==> src/rtl/core/oal_pkg.sv <==
// Shared types and codes for the ordered array list engine.
// No dependencies; compiled first.
package oal_pkg;

	localparam int MODE_W = 2;
	localparam int POS_W  = 7;
	localparam int DATA_W = 32;
	localparam int STAT_W = 2;

	localparam logic [MODE_W-1:0] OP_INSERT = 2'd0;
	localparam logic [MODE_W-1:0] OP_DELETE = 2'd1;
	localparam logic [MODE_W-1:0] OP_LOCATE = 2'd2;
	localparam logic [MODE_W-1:0] OP_GET    = 2'd3;

	localparam logic [STAT_W-1:0] ST_OK       = 2'd0;
	localparam logic [STAT_W-1:0] ST_BADPOS   = 2'd1;
	localparam logic [STAT_W-1:0] ST_FULL     = 2'd2;
	localparam logic [STAT_W-1:0] ST_NOTFOUND = 2'd3;

	typedef struct packed {
		logic [STAT_W-1:0]        status;
		logic signed [DATA_W-1:0] data_out;
		logic [POS_W-1:0]         found_position;
		logic [POS_W-1:0]         count;
		logic                     is_empty;
	} oal_result_t;

endpackage

==> src/rtl/core/oal_if.sv <==
// Request and response channel interfaces (valid/ready beats).
// Field widths follow oal_pkg.
interface oal_req_if;
	logic               valid;
	logic               ready;
	logic [1:0]         mode;
	logic [6:0]         position;
	logic signed [31:0] value;

	modport source (output valid, output mode, output position, output value, input ready);
	modport sink (input valid, input mode, input position, input value, output ready);
endinterface

interface oal_rsp_if;
	logic               valid;
	logic               ready;
	logic [1:0]         status;
	logic signed [31:0] data_out;
	logic [6:0]         found_position;
	logic [6:0]         count;
	logic               is_empty;

	modport source (output valid, output status, output data_out, output found_position,
		output count, output is_empty, input ready);
	modport sink (input valid, input status, input data_out, input found_position,
		input count, input is_empty, output ready);
endinterface

==> src/rtl/core/oal_mem.sv <==
// Entry store: one write port, one read port, registered read data.
// Depends on nothing; instantiated by the top level.
module oal_mem #(
	parameter int DEPTH = 64,
	parameter int AW    = (DEPTH > 1) ? $clog2(DEPTH) : 1,
	parameter int DW    = 32
) (
	input  logic          clk,
	input  logic          we,
	input  logic [AW-1:0] waddr,
	input  logic [DW-1:0] wdata,
	input  logic          re,
	input  logic [AW-1:0] raddr,
	output logic [DW-1:0] rdata
);

	logic [DW-1:0] mem_q [DEPTH];
	logic [DW-1:0] rdata_q;

	always_ff @(posedge clk) begin
		if (we) begin
			mem_q[waddr] <= wdata;
		end
	end

	always_ff @(posedge clk) begin
		if (re) begin
			rdata_q <= mem_q[raddr];
		end
	end

	assign rdata = rdata_q;

endmodule

==> src/rtl/core/oal_ctrl.sv <==
// Sequencer: checks requests, walks the entry store for shifts and searches.
// Depends on oal_pkg; drives oal_mem ports.
module oal_ctrl #(
	parameter int CAPACITY = 64,
	parameter int AW       = (CAPACITY > 1) ? $clog2(CAPACITY) : 1,
	parameter int CW       = $clog2(CAPACITY + 1)
) (
	input  logic                 clk,
	input  logic                 arst_n,
	input  logic                 in_valid,
	output logic                 in_ready,
	input  logic [1:0]           in_mode,
	input  logic [6:0]           in_position,
	input  logic signed [31:0]   in_value,
	output logic                 res_valid,
	input  logic                 res_take,
	output oal_pkg::oal_result_t res,
	output logic                 mem_re,
	output logic [AW-1:0]        mem_raddr,
	input  logic [31:0]          mem_rdata,
	output logic                 mem_we,
	output logic [AW-1:0]        mem_waddr,
	output logic [31:0]          mem_wdata
);

	import oal_pkg::*;

	localparam int CMP_W = ((CW > POS_W) ? CW : POS_W) + 1;

	localparam logic [3:0] S_IDLE    = 4'd0;
	localparam logic [3:0] S_INS     = 4'd1;
	localparam logic [3:0] S_INS_PUT = 4'd2;
	localparam logic [3:0] S_DEL     = 4'd3;
	localparam logic [3:0] S_DEL_CLR = 4'd4;
	localparam logic [3:0] S_GET     = 4'd5;
	localparam logic [3:0] S_WAIT    = 4'd6;
	localparam logic [3:0] S_LOC     = 4'd7;
	localparam logic [3:0] S_LOC_END = 4'd8;
	localparam logic [3:0] S_DONE    = 4'd9;

	logic [3:0]          state_q;
	logic [DATA_W-1:0]   val_q;
	logic [AW-1:0]       p0_q;
	logic [CW-1:0]       cnt_q;
	logic [AW-1:0]       rd_idx_q;
	logic                first_q;
	logic [STAT_W-1:0]   status_q;
	logic [DATA_W-1:0]   data_q;
	logic [POS_W-1:0]    found_q;

	logic                mv_s1;
	logic                cap_s1;
	logic                cmp_s1;
	logic [AW-1:0]       dst_s1;
	logic [AW-1:0]       cidx_s1;

	logic [CMP_W-1:0]    pos_ext;
	logic [CMP_W-1:0]    cnt_ext;
	logic                ins_bad;
	logic                acc_bad;
	logic                full;
	logic [AW-1:0]       in_p0;
	logic [AW-1:0]       last_idx;
	logic                hit;
	logic                busy_s1;
	logic [POS_W-1:0]    hit_pos;

	assign pos_ext  = CMP_W'(in_position);
	assign cnt_ext  = CMP_W'(cnt_q);
	assign ins_bad  = (pos_ext == '0) || (pos_ext > cnt_ext + CMP_W'(1));
	assign acc_bad  = (pos_ext == '0) || (pos_ext > cnt_ext);
	assign full     = (cnt_q == CW'(CAPACITY));
	assign in_p0    = AW'(pos_ext - CMP_W'(1));
	assign last_idx = AW'(cnt_q - CW'(1));
	assign hit      = cmp_s1 && (mem_rdata == val_q);
	assign busy_s1  = mv_s1 || cap_s1 || cmp_s1;
	assign hit_pos  = POS_W'(CW'(cidx_s1) + CW'(1));

	assign in_ready  = (state_q == S_IDLE);
	assign res_valid = (state_q == S_DONE);

	assign res.status         = status_q;
	assign res.data_out       = data_q;
	assign res.found_position = found_q;
	assign res.count          = POS_W'(cnt_q);
	assign res.is_empty       = (cnt_q == '0);

	// read issue
	always_comb begin
		mem_re    = 1'b0;
		mem_raddr = rd_idx_q;
		case (state_q)
			S_INS, S_DEL, S_GET: mem_re = 1'b1;
			S_LOC: mem_re = !hit;
			default: mem_re = 1'b0;
		endcase
	end

	// write: pending move beats win over direct writes
	always_comb begin
		mem_we    = 1'b0;
		mem_waddr = dst_s1;
		mem_wdata = mem_rdata;
		if (mv_s1) begin
			mem_we = 1'b1;
		end else if (state_q == S_INS_PUT) begin
			mem_we    = 1'b1;
			mem_waddr = p0_q;
			mem_wdata = val_q;
		end else if (state_q == S_DEL_CLR && !busy_s1) begin
			mem_we    = 1'b1;
			mem_waddr = last_idx;
			mem_wdata = '0;
		end
	end

	always_ff @(posedge clk or negedge arst_n) begin
		if (!arst_n) begin
			mv_s1  <= 1'b0;
			cap_s1 <= 1'b0;
			cmp_s1 <= 1'b0;
		end else begin
			mv_s1  <= (state_q == S_INS) || (state_q == S_DEL && !first_q);
			cap_s1 <= (state_q == S_DEL && first_q) || (state_q == S_GET);
			cmp_s1 <= (state_q == S_LOC) && !hit;
		end
	end

	always_ff @(posedge clk) begin
		dst_s1  <= (state_q == S_INS) ? AW'(rd_idx_q + AW'(1)) : AW'(rd_idx_q - AW'(1));
		cidx_s1 <= rd_idx_q;
	end

	always_ff @(posedge clk or negedge arst_n) begin
		if (!arst_n) begin
			state_q  <= S_IDLE;
			cnt_q    <= '0;
			val_q    <= '0;
			p0_q     <= '0;
			rd_idx_q <= '0;
			first_q  <= 1'b0;
			status_q <= ST_OK;
			data_q   <= '0;
			found_q  <= '0;
		end else begin
			if (cap_s1) begin
				data_q <= mem_rdata;
			end
			unique case (state_q)
				S_IDLE: begin
					if (in_valid) begin
						val_q    <= in_value;
						p0_q     <= in_p0;
						data_q   <= '0;
						found_q  <= '0;
						status_q <= ST_OK;
						first_q  <= 1'b1;
						unique case (in_mode)
							OP_INSERT: begin
								if (ins_bad) begin
									status_q <= ST_BADPOS;
									state_q  <= S_DONE;
								end else if (full) begin
									status_q <= ST_FULL;
									state_q  <= S_DONE;
								end else if (pos_ext == cnt_ext + CMP_W'(1)) begin
									state_q <= S_INS_PUT;
								end else begin
									rd_idx_q <= last_idx;
									state_q  <= S_INS;
								end
							end
							OP_DELETE: begin
								if (acc_bad) begin
									status_q <= ST_BADPOS;
									state_q  <= S_DONE;
								end else begin
									rd_idx_q <= in_p0;
									state_q  <= S_DEL;
								end
							end
							OP_LOCATE: begin
								if (cnt_q == '0) begin
									status_q <= ST_NOTFOUND;
									state_q  <= S_DONE;
								end else begin
									rd_idx_q <= '0;
									state_q  <= S_LOC;
								end
							end
							OP_GET: begin
								if (acc_bad) begin
									status_q <= ST_BADPOS;
									state_q  <= S_DONE;
								end else begin
									rd_idx_q <= in_p0;
									state_q  <= S_GET;
								end
							end
						endcase
					end
				end
				S_INS: begin
					if (rd_idx_q == p0_q) begin
						state_q <= S_INS_PUT;
					end else begin
						rd_idx_q <= rd_idx_q - AW'(1);
					end
				end
				S_INS_PUT: begin
					if (!mv_s1) begin
						cnt_q   <= cnt_q + CW'(1);
						state_q <= S_DONE;
					end
				end
				S_DEL: begin
					first_q <= 1'b0;
					if (rd_idx_q == last_idx) begin
						state_q <= S_DEL_CLR;
					end else begin
						rd_idx_q <= rd_idx_q + AW'(1);
					end
				end
				S_DEL_CLR: begin
					if (!busy_s1) begin
						cnt_q   <= cnt_q - CW'(1);
						state_q <= S_DONE;
					end
				end
				S_GET: begin
					state_q <= S_WAIT;
				end
				S_WAIT: begin
					if (!busy_s1) begin
						state_q <= S_DONE;
					end
				end
				S_LOC: begin
					if (hit) begin
						found_q <= hit_pos;
						state_q <= S_DONE;
					end else if (rd_idx_q == last_idx) begin
						state_q <= S_LOC_END;
					end else begin
						rd_idx_q <= rd_idx_q + AW'(1);
					end
				end
				S_LOC_END: begin
					if (hit) begin
						found_q <= hit_pos;
					end else begin
						status_q <= ST_NOTFOUND;
					end
					state_q <= S_DONE;
				end
				S_DONE: begin
					if (res_take) begin
						state_q <= S_IDLE;
					end
				end
				default: state_q <= S_IDLE;
			endcase
		end
	end

endmodule

==> src/rtl/core/ordered_array_list_engine.sv <==
// Top level of the ordered array list engine: sequencer, entry store, result register.
// Depends on oal_pkg, oal_if, oal_mem and oal_ctrl.
//
//   channel  dir  beat contents
//   req      in   mode, position, value
//   rsp      out  status, data_out, found_position, count, is_empty
//
// One request at a time; req.ready is high while the sequencer is idle.
// Insert moves the entries from request position p to the end up by one (an append moves none);
// delete moves the later entries down and clears the last; locate scans from the first entry.
// The single read and single write port of the entry store limit these walks to one entry per cycle.
// Reset clears the count and control state, not the entries; entries need no clearing pass.
// A result waits in the output register while the next request is taken.
module ordered_array_list_engine #(
	parameter int CAPACITY = 64
) (
	input  logic      clk,
	input  logic      arst_n,
	oal_req_if.sink   req,
	oal_rsp_if.source rsp
);

	import oal_pkg::*;

	localparam int AW = (CAPACITY > 1) ? $clog2(CAPACITY) : 1;
	localparam int CW = $clog2(CAPACITY + 1);

	oal_result_t       res;
	oal_result_t       ores_q;
	logic              res_valid;
	logic              out_free;
	logic              ovalid_q;
	logic              mem_re;
	logic [AW-1:0]     mem_raddr;
	logic [DATA_W-1:0] mem_rdata;
	logic              mem_we;
	logic [AW-1:0]     mem_waddr;
	logic [DATA_W-1:0] mem_wdata;

	assign out_free = !ovalid_q || rsp.ready;

	oal_ctrl #(
		.CAPACITY(CAPACITY),
		.AW(AW),
		.CW(CW)
	) u_ctrl (
		.clk(clk),
		.arst_n(arst_n),
		.in_valid(req.valid),
		.in_ready(req.ready),
		.in_mode(req.mode),
		.in_position(req.position),
		.in_value(req.value),
		.res_valid(res_valid),
		.res_take(out_free),
		.res(res),
		.mem_re(mem_re),
		.mem_raddr(mem_raddr),
		.mem_rdata(mem_rdata),
		.mem_we(mem_we),
		.mem_waddr(mem_waddr),
		.mem_wdata(mem_wdata)
	);

	oal_mem #(
		.DEPTH(CAPACITY),
		.AW(AW),
		.DW(DATA_W)
	) u_mem (
		.clk(clk),
		.we(mem_we),
		.waddr(mem_waddr),
		.wdata(mem_wdata),
		.re(mem_re),
		.raddr(mem_raddr),
		.rdata(mem_rdata)
	);

	always_ff @(posedge clk or negedge arst_n) begin
		if (!arst_n) begin
			ovalid_q <= 1'b0;
		end else if (res_valid && out_free) begin
			ovalid_q <= 1'b1;
		end else if (rsp.ready) begin
			ovalid_q <= 1'b0;
		end
	end

	always_ff @(posedge clk) begin
		if (res_valid && out_free) begin
			ores_q <= res;
		end
	end

	assign rsp.valid          = ovalid_q;
	assign rsp.status         = ores_q.status;
	assign rsp.data_out       = ores_q.data_out;
	assign rsp.found_position = ores_q.found_position;
	assign rsp.count          = ores_q.count;
	assign rsp.is_empty       = ores_q.is_empty;

	a_empty_matches_count: assert property (@(posedge clk) disable iff (!arst_n)
		rsp.valid |-> (rsp.is_empty == (rsp.count == '0)))
		else $error("is_empty disagrees with count");

	a_found_only_on_ok: assert property (@(posedge clk) disable iff (!arst_n)
		(rsp.valid && rsp.found_position != '0) |-> (rsp.status == ST_OK))
		else $error("found position reported on a failed request");

	a_no_data_on_error: assert property (@(posedge clk) disable iff (!arst_n)
		(rsp.valid && rsp.status != ST_OK) |-> (rsp.data_out == '0))
		else $error("data returned on a failed request");

	a_no_accept_while_busy: assert property (@(posedge clk) disable iff (!arst_n)
		(req.valid && req.ready) |=> !req.ready)
		else $error("request taken while previous one in flight");

endmodule
==> src/flat_wrapper.sv <==
// flat-port wrapper written by rule: the top's interface ports become plain ports
module ordered_array_list_engine_flat import oal_pkg::*;
#(
	parameter int CAPACITY = 64
)
  (clk, arst_n, req_valid, req_mode, req_position, req_value, req_ready, rsp_valid, rsp_status, rsp_data_out, rsp_found_position, rsp_count, rsp_is_empty, rsp_ready);
  oal_req_if req_i ();
  oal_rsp_if rsp_i ();
  input  logic clk;
  input  logic arst_n;
  input wire logic [$bits(req_i.valid)-1:0] req_valid;
  input wire logic [$bits(req_i.mode)-1:0] req_mode;
  input wire logic [$bits(req_i.position)-1:0] req_position;
  input wire logic [$bits(req_i.value)-1:0] req_value;
  output wire logic [$bits(req_i.ready)-1:0] req_ready;
  output wire logic [$bits(rsp_i.valid)-1:0] rsp_valid;
  output wire logic [$bits(rsp_i.status)-1:0] rsp_status;
  output wire logic [$bits(rsp_i.data_out)-1:0] rsp_data_out;
  output wire logic [$bits(rsp_i.found_position)-1:0] rsp_found_position;
  output wire logic [$bits(rsp_i.count)-1:0] rsp_count;
  output wire logic [$bits(rsp_i.is_empty)-1:0] rsp_is_empty;
  input wire logic [$bits(rsp_i.ready)-1:0] rsp_ready;
  assign req_i.valid = req_valid;
  assign req_i.mode = req_mode;
  assign req_i.position = req_position;
  assign req_i.value = req_value;
  assign req_ready = req_i.ready;
  assign rsp_valid = rsp_i.valid;
  assign rsp_status = rsp_i.status;
  assign rsp_data_out = rsp_i.data_out;
  assign rsp_found_position = rsp_i.found_position;
  assign rsp_count = rsp_i.count;
  assign rsp_is_empty = rsp_i.is_empty;
  assign rsp_i.ready = rsp_ready;
  ordered_array_list_engine #(.CAPACITY(CAPACITY)) u_core (.clk(clk), .arst_n(arst_n), .req(req_i), .rsp(rsp_i));
endmodule
==> config.mk <==
export PLATFORM = sky130hd
export DESIGN_NAME = ordered_array_list_engine_flat
export DESIGN_NICKNAME = d
export VERILOG_FILES = /design/src/rtl/core/oal_pkg.sv /design/src/rtl/core/oal_if.sv /design/src/rtl/core/oal_mem.sv /design/src/rtl/core/oal_ctrl.sv /design/src/rtl/core/ordered_array_list_engine.sv /design/src/flat_wrapper.sv
export SDC_FILE = /design/constraint.sdc
export NUM_CORES = 2
export LEC_CHECK = 0
export BUFFER_PORTS_ARGS = -buffer_cell sky130_fd_sc_hd__buf_4
export CORE_UTILIZATION = 65
export CTS_BUF_LIST = sky130_fd_sc_hd__clkbuf_16
export CTS_CLUSTER_SIZE = 30
export DETAILED_ROUTE_END_ITERATION = 10
export HOLD_SLACK_MARGIN = 0.03
export PLACE_DENSITY = 0.79
export SYNTH_ARGS = -nofsm -noshare
export SYNTH_HDL_FRONTEND = slang
export SYNTH_SLANG_ARGS = --single-unit
export TNS_END_PERCENT = 50
==> constraint.sdc <==
create_clock -name clk -period 8.9 [get_ports clk]
set_clock_uncertainty 0.1 [all_clocks]
set_input_delay 1.335 -clock clk [delete_from_list [all_inputs] [get_ports clk]]
set_output_delay 1.335 -clock clk [all_outputs]
set_load 0.02 [all_outputs]
==> impl_results.md <==
- Final Hold Vio Count: 0
- Worst Path Arrival: 5380 ps
- Post_cts resized: 0
- DR vias/cell: 7.27
- Wire per inst: 39.1 um
- Slowest cell on crit path: nor2_4
- Via Count: 43046
- Crit-path max cell delay: 1170 ps
- Seq/Total Area, Yosys: 76.8%
- Post-route ant nets: 0
- Critical path class: reg2reg
- Num ports: 96
- Final period util: 56.6%
- Worst Max-Slew Pin Slew: 1330 ps
- Leak pwr: 24.1 nW
- Number of global-route vias before repair: 42675
- Leading cell type in the layout, fill and taps excluded: edfxtp_1
- Peak VDD IR: 0.196 mV
- Status: finished, final reports clean
- Skew-Pair Late Insertion Delay: 840 ps
- Post-layout worst setup margin: 3860 ps
- FMAX: 0.198 GHz
- Ratio of total power to cell area: 208 nW/um2
- Worst-path cell chain: or4b_1 > nor4_4 > o21ai_0 > a21oi_1 > nor2b_1 > nand2_1 > nor2_4
- CTS tree: yes
- #FFs+latches synth: 2242
- Number of CTS-inserted buffers: 208
- Setup total negative slack: 0 ps
- Critical path startpoint: u_core.u_ctrl.state_q[2]
- Die height: 368 um
- Starting density of the core: 65.8%
- Placed Area: 90300 um2
- Share of the synthesized area in the top cell type: 73.6%
- Family with the most delay on the worst path: simple AND/OR/NAND/NOR gates
- CTS root buf: clkbuf_16
- Dpl hpwl: 122 mm
- Gp weighted congestion: 0.935
- Fin cells: 5922
- DP Worst Slack: 4100 ps
- CP max FO: 32
- Clk sinks: 2242
- Die W: 368 um
- CP startpoint kind: flip-flop
- Postcts setup bufs: 0
- Worst EP required: 9240 ps
- Post-synth EDFFs: 2129
- CTS Hold Buffers Added: 0
- Rows: 133
- Critical R2R Launch: u_core.u_ctrl.state_q[2]
- Hold slack final: 351 ps
- Pre-Repair DR Iteration Count: 6
- First-pass GRT wire length: 326 mm
- Residual DRC: 0
- Synth Warn #: 0
- Largest net degree at the start of global routing: 154
- Slew headroom: 11.3%
- Core Area: 132000 um2
- WL final: 231 mm
- Hold Startpoint: u_core.u_ctrl.found_q[1]
- Top cells by area, synth: edfxtp_1, mux4_2, dfrtp_1
- Filler Cells Inserted: 6734
- Final setup viols: 0
- Commonest non-fill, non-tap cells in the layout: edfxtp_1, mux4_2, clkbuf_16
- Max Cap Viol: 0
- CTS H-tree lvls: 4
- Final instance area: 96900 um2
- Unrepaired setup endpoints after global routing: false
- Gr ovfl total: 0
- DP Cell Count: 5533
- Clock Path Buffers: 3
- WP buf/inv: 0
- Tmin final: 5040 ps
- Clock-pin slew on the worst setup and hold paths: 60 ps
- Synth area leader: edfxtp_1
- Top_reg_cell synth: edfxtp_1
- Synth unique cells: 74
- Critical path capture point type: flip-flop
- Layout net count: 4053
- Syn avg cell area: 23.0 um2
- Share of layout cells above drive strength 1: 31.1%
- Post-Syn Area: 86800 um2
- Initial antenna violation count: 17
- Overall global routing resource usage: 35.0%
- Slew Limit Fails: 0
- Final total power: 20.1 mW
- Asr flop ratio synth: 4.50%
- Die area: 135000 um2
- Syn nets: 3847
- Drt first-iter violations: 7015
- Area grow syn2layout: 11.6%
- Buffers on Ports: 95
- Post-Route Utilization: 73.4%
- Count of mapped cells out of synthesis: 3782
- Hold Crit Class: reg2reg
## metal layers
layer  vias to the layer above  routed length, um  global-route usage, %
met4                        14               9080                   13.0
met2                      3497             115000                   56.5
met3                       508              26000                   7.46
li1                      16382                  -                      -
met1                     22645              80900                   48.1
met5                         -                138                      0
## where the power goes
| part | switching (mW) | leakage, nW | internal, mW | total, mW |
|---|---|---|---|---|
| Clock | 3.98 | 3.43 | 4.75 | 8.73 |
| Combinational | 0.0302 | 6.93 | 0.0208 | 0.0510 |
| Sequential | 0.0000000000000000115 | 13.7 | 11.4 | 11.4 |
| Total | 4.01 | 24.1 | 16.1 | 20.1 |
## synth_stat cells, types with 5 or more instances
| library cell | number |
|---|---|
| dfxtp_1 | 12 |
| buf_2 | 60 |
| nand2_1 | 142 |
| nor3_1 | 12 |
| nand4_1 | 7 |
| mux2_2 | 12 |
| buf_1 | 46 |
| edfxtp_1 | 2129 |
| a21o_1 | 5 |
| and3_1 | 8 |
| nor4_1 | 6 |
| ha_1 | 20 |
| inv_1 | 20 |
| mux4_2 | 672 |
| nor2_1 | 135 |
| a22o_1 | 32 |
| xor2_1 | 26 |
| nor2b_1 | 6 |
| dfrtp_1 | 101 |
| o22ai_1 | 6 |
| mux2i_1 | 35 |
| o21ai_0 | 30 |
| nand3_1 | 13 |
| a21oi_1 | 24 |
| o31ai_1 | 5 |
| xnor2_1 | 45 |
| clkbuf_1 | 83 |
| a31oi_1 | 7 |
## logic make-up after synthesis
group,Yosys count,share of synthesized area [%]
flip-flops,2242,76.8
multiplexers,719,18.0
AND/OR/NAND/NOR,370,1.94
buffers and inverters,217,1.05
AO/OA/AOI/OAI,142,1.18
XOR/XNOR,72,0.742
adder cells (fa/ha/maj),20,0.288
## path summary, 6_finish.rpt
path,end,slack (ps),cells after the start
setup / recovery,u_core.u_mem.mem_q[22][21],3860,7
hold / removal,u_core.rsp.found_position[1],350,0
setup reg to reg,u_core.u_mem.mem_q[22][21],3860,7
hold reg to reg,u_core.rsp.found_position[1],350,0
max in group asynchronous,u_core.u_ctrl.mem_raddr[0],7010,2
min in group asynchronous,u_core.u_ctrl.val_q[7],400,1
## final cells by class
class                           instances  area, um2  area share [%]
Antenna cell                            6       15.0          0.0155
Timing Repair Buffer                  190       1510            1.56
Tap cell                             1755       2200            2.27
Inverter                               23       93.8          0.0968
Clock inverter                        175       1380            1.42
Sequential cell                      2242      66700            68.8
Multi-Input combinational cell       1323      19800            20.4
Clock buffer                          208       5200            5.37
## flip-flops by register name (all words and copies together), names as in the netlist
name,cells
u_core.rsp.is_empty,1
u_core.u_ctrl.state_q,4
u_core.u_ctrl.cidx_s1,6
u_core.u_ctrl.mem_raddr,6
u_core.u_ctrl.status_q,2
u_core.u_ctrl.first_q,1
u_core.u_ctrl.dst_s1,6
u_core.u_mem.mem_q,2048
u_core.u_ctrl.mv_s1,1
u_core.u_ctrl.cap_s1,1
u_core.rsp.found_position,7
u_core.u_ctrl.p0_q,6
u_core.u_ctrl.val_q,32
u_core.u_ctrl.cmp_s1,1
u_core.rsp.data_out,32
u_core.rsp.status,2
u_core.u_mem.rdata,32
u_core.rsp.count,7
u_core.u_ctrl.cnt_q,7
u_core.u_ctrl.data_q,32
u_core.rsp.valid,1
u_core.u_ctrl.found_q,7
Note: power is estimated with default switching activity, not from simulation.
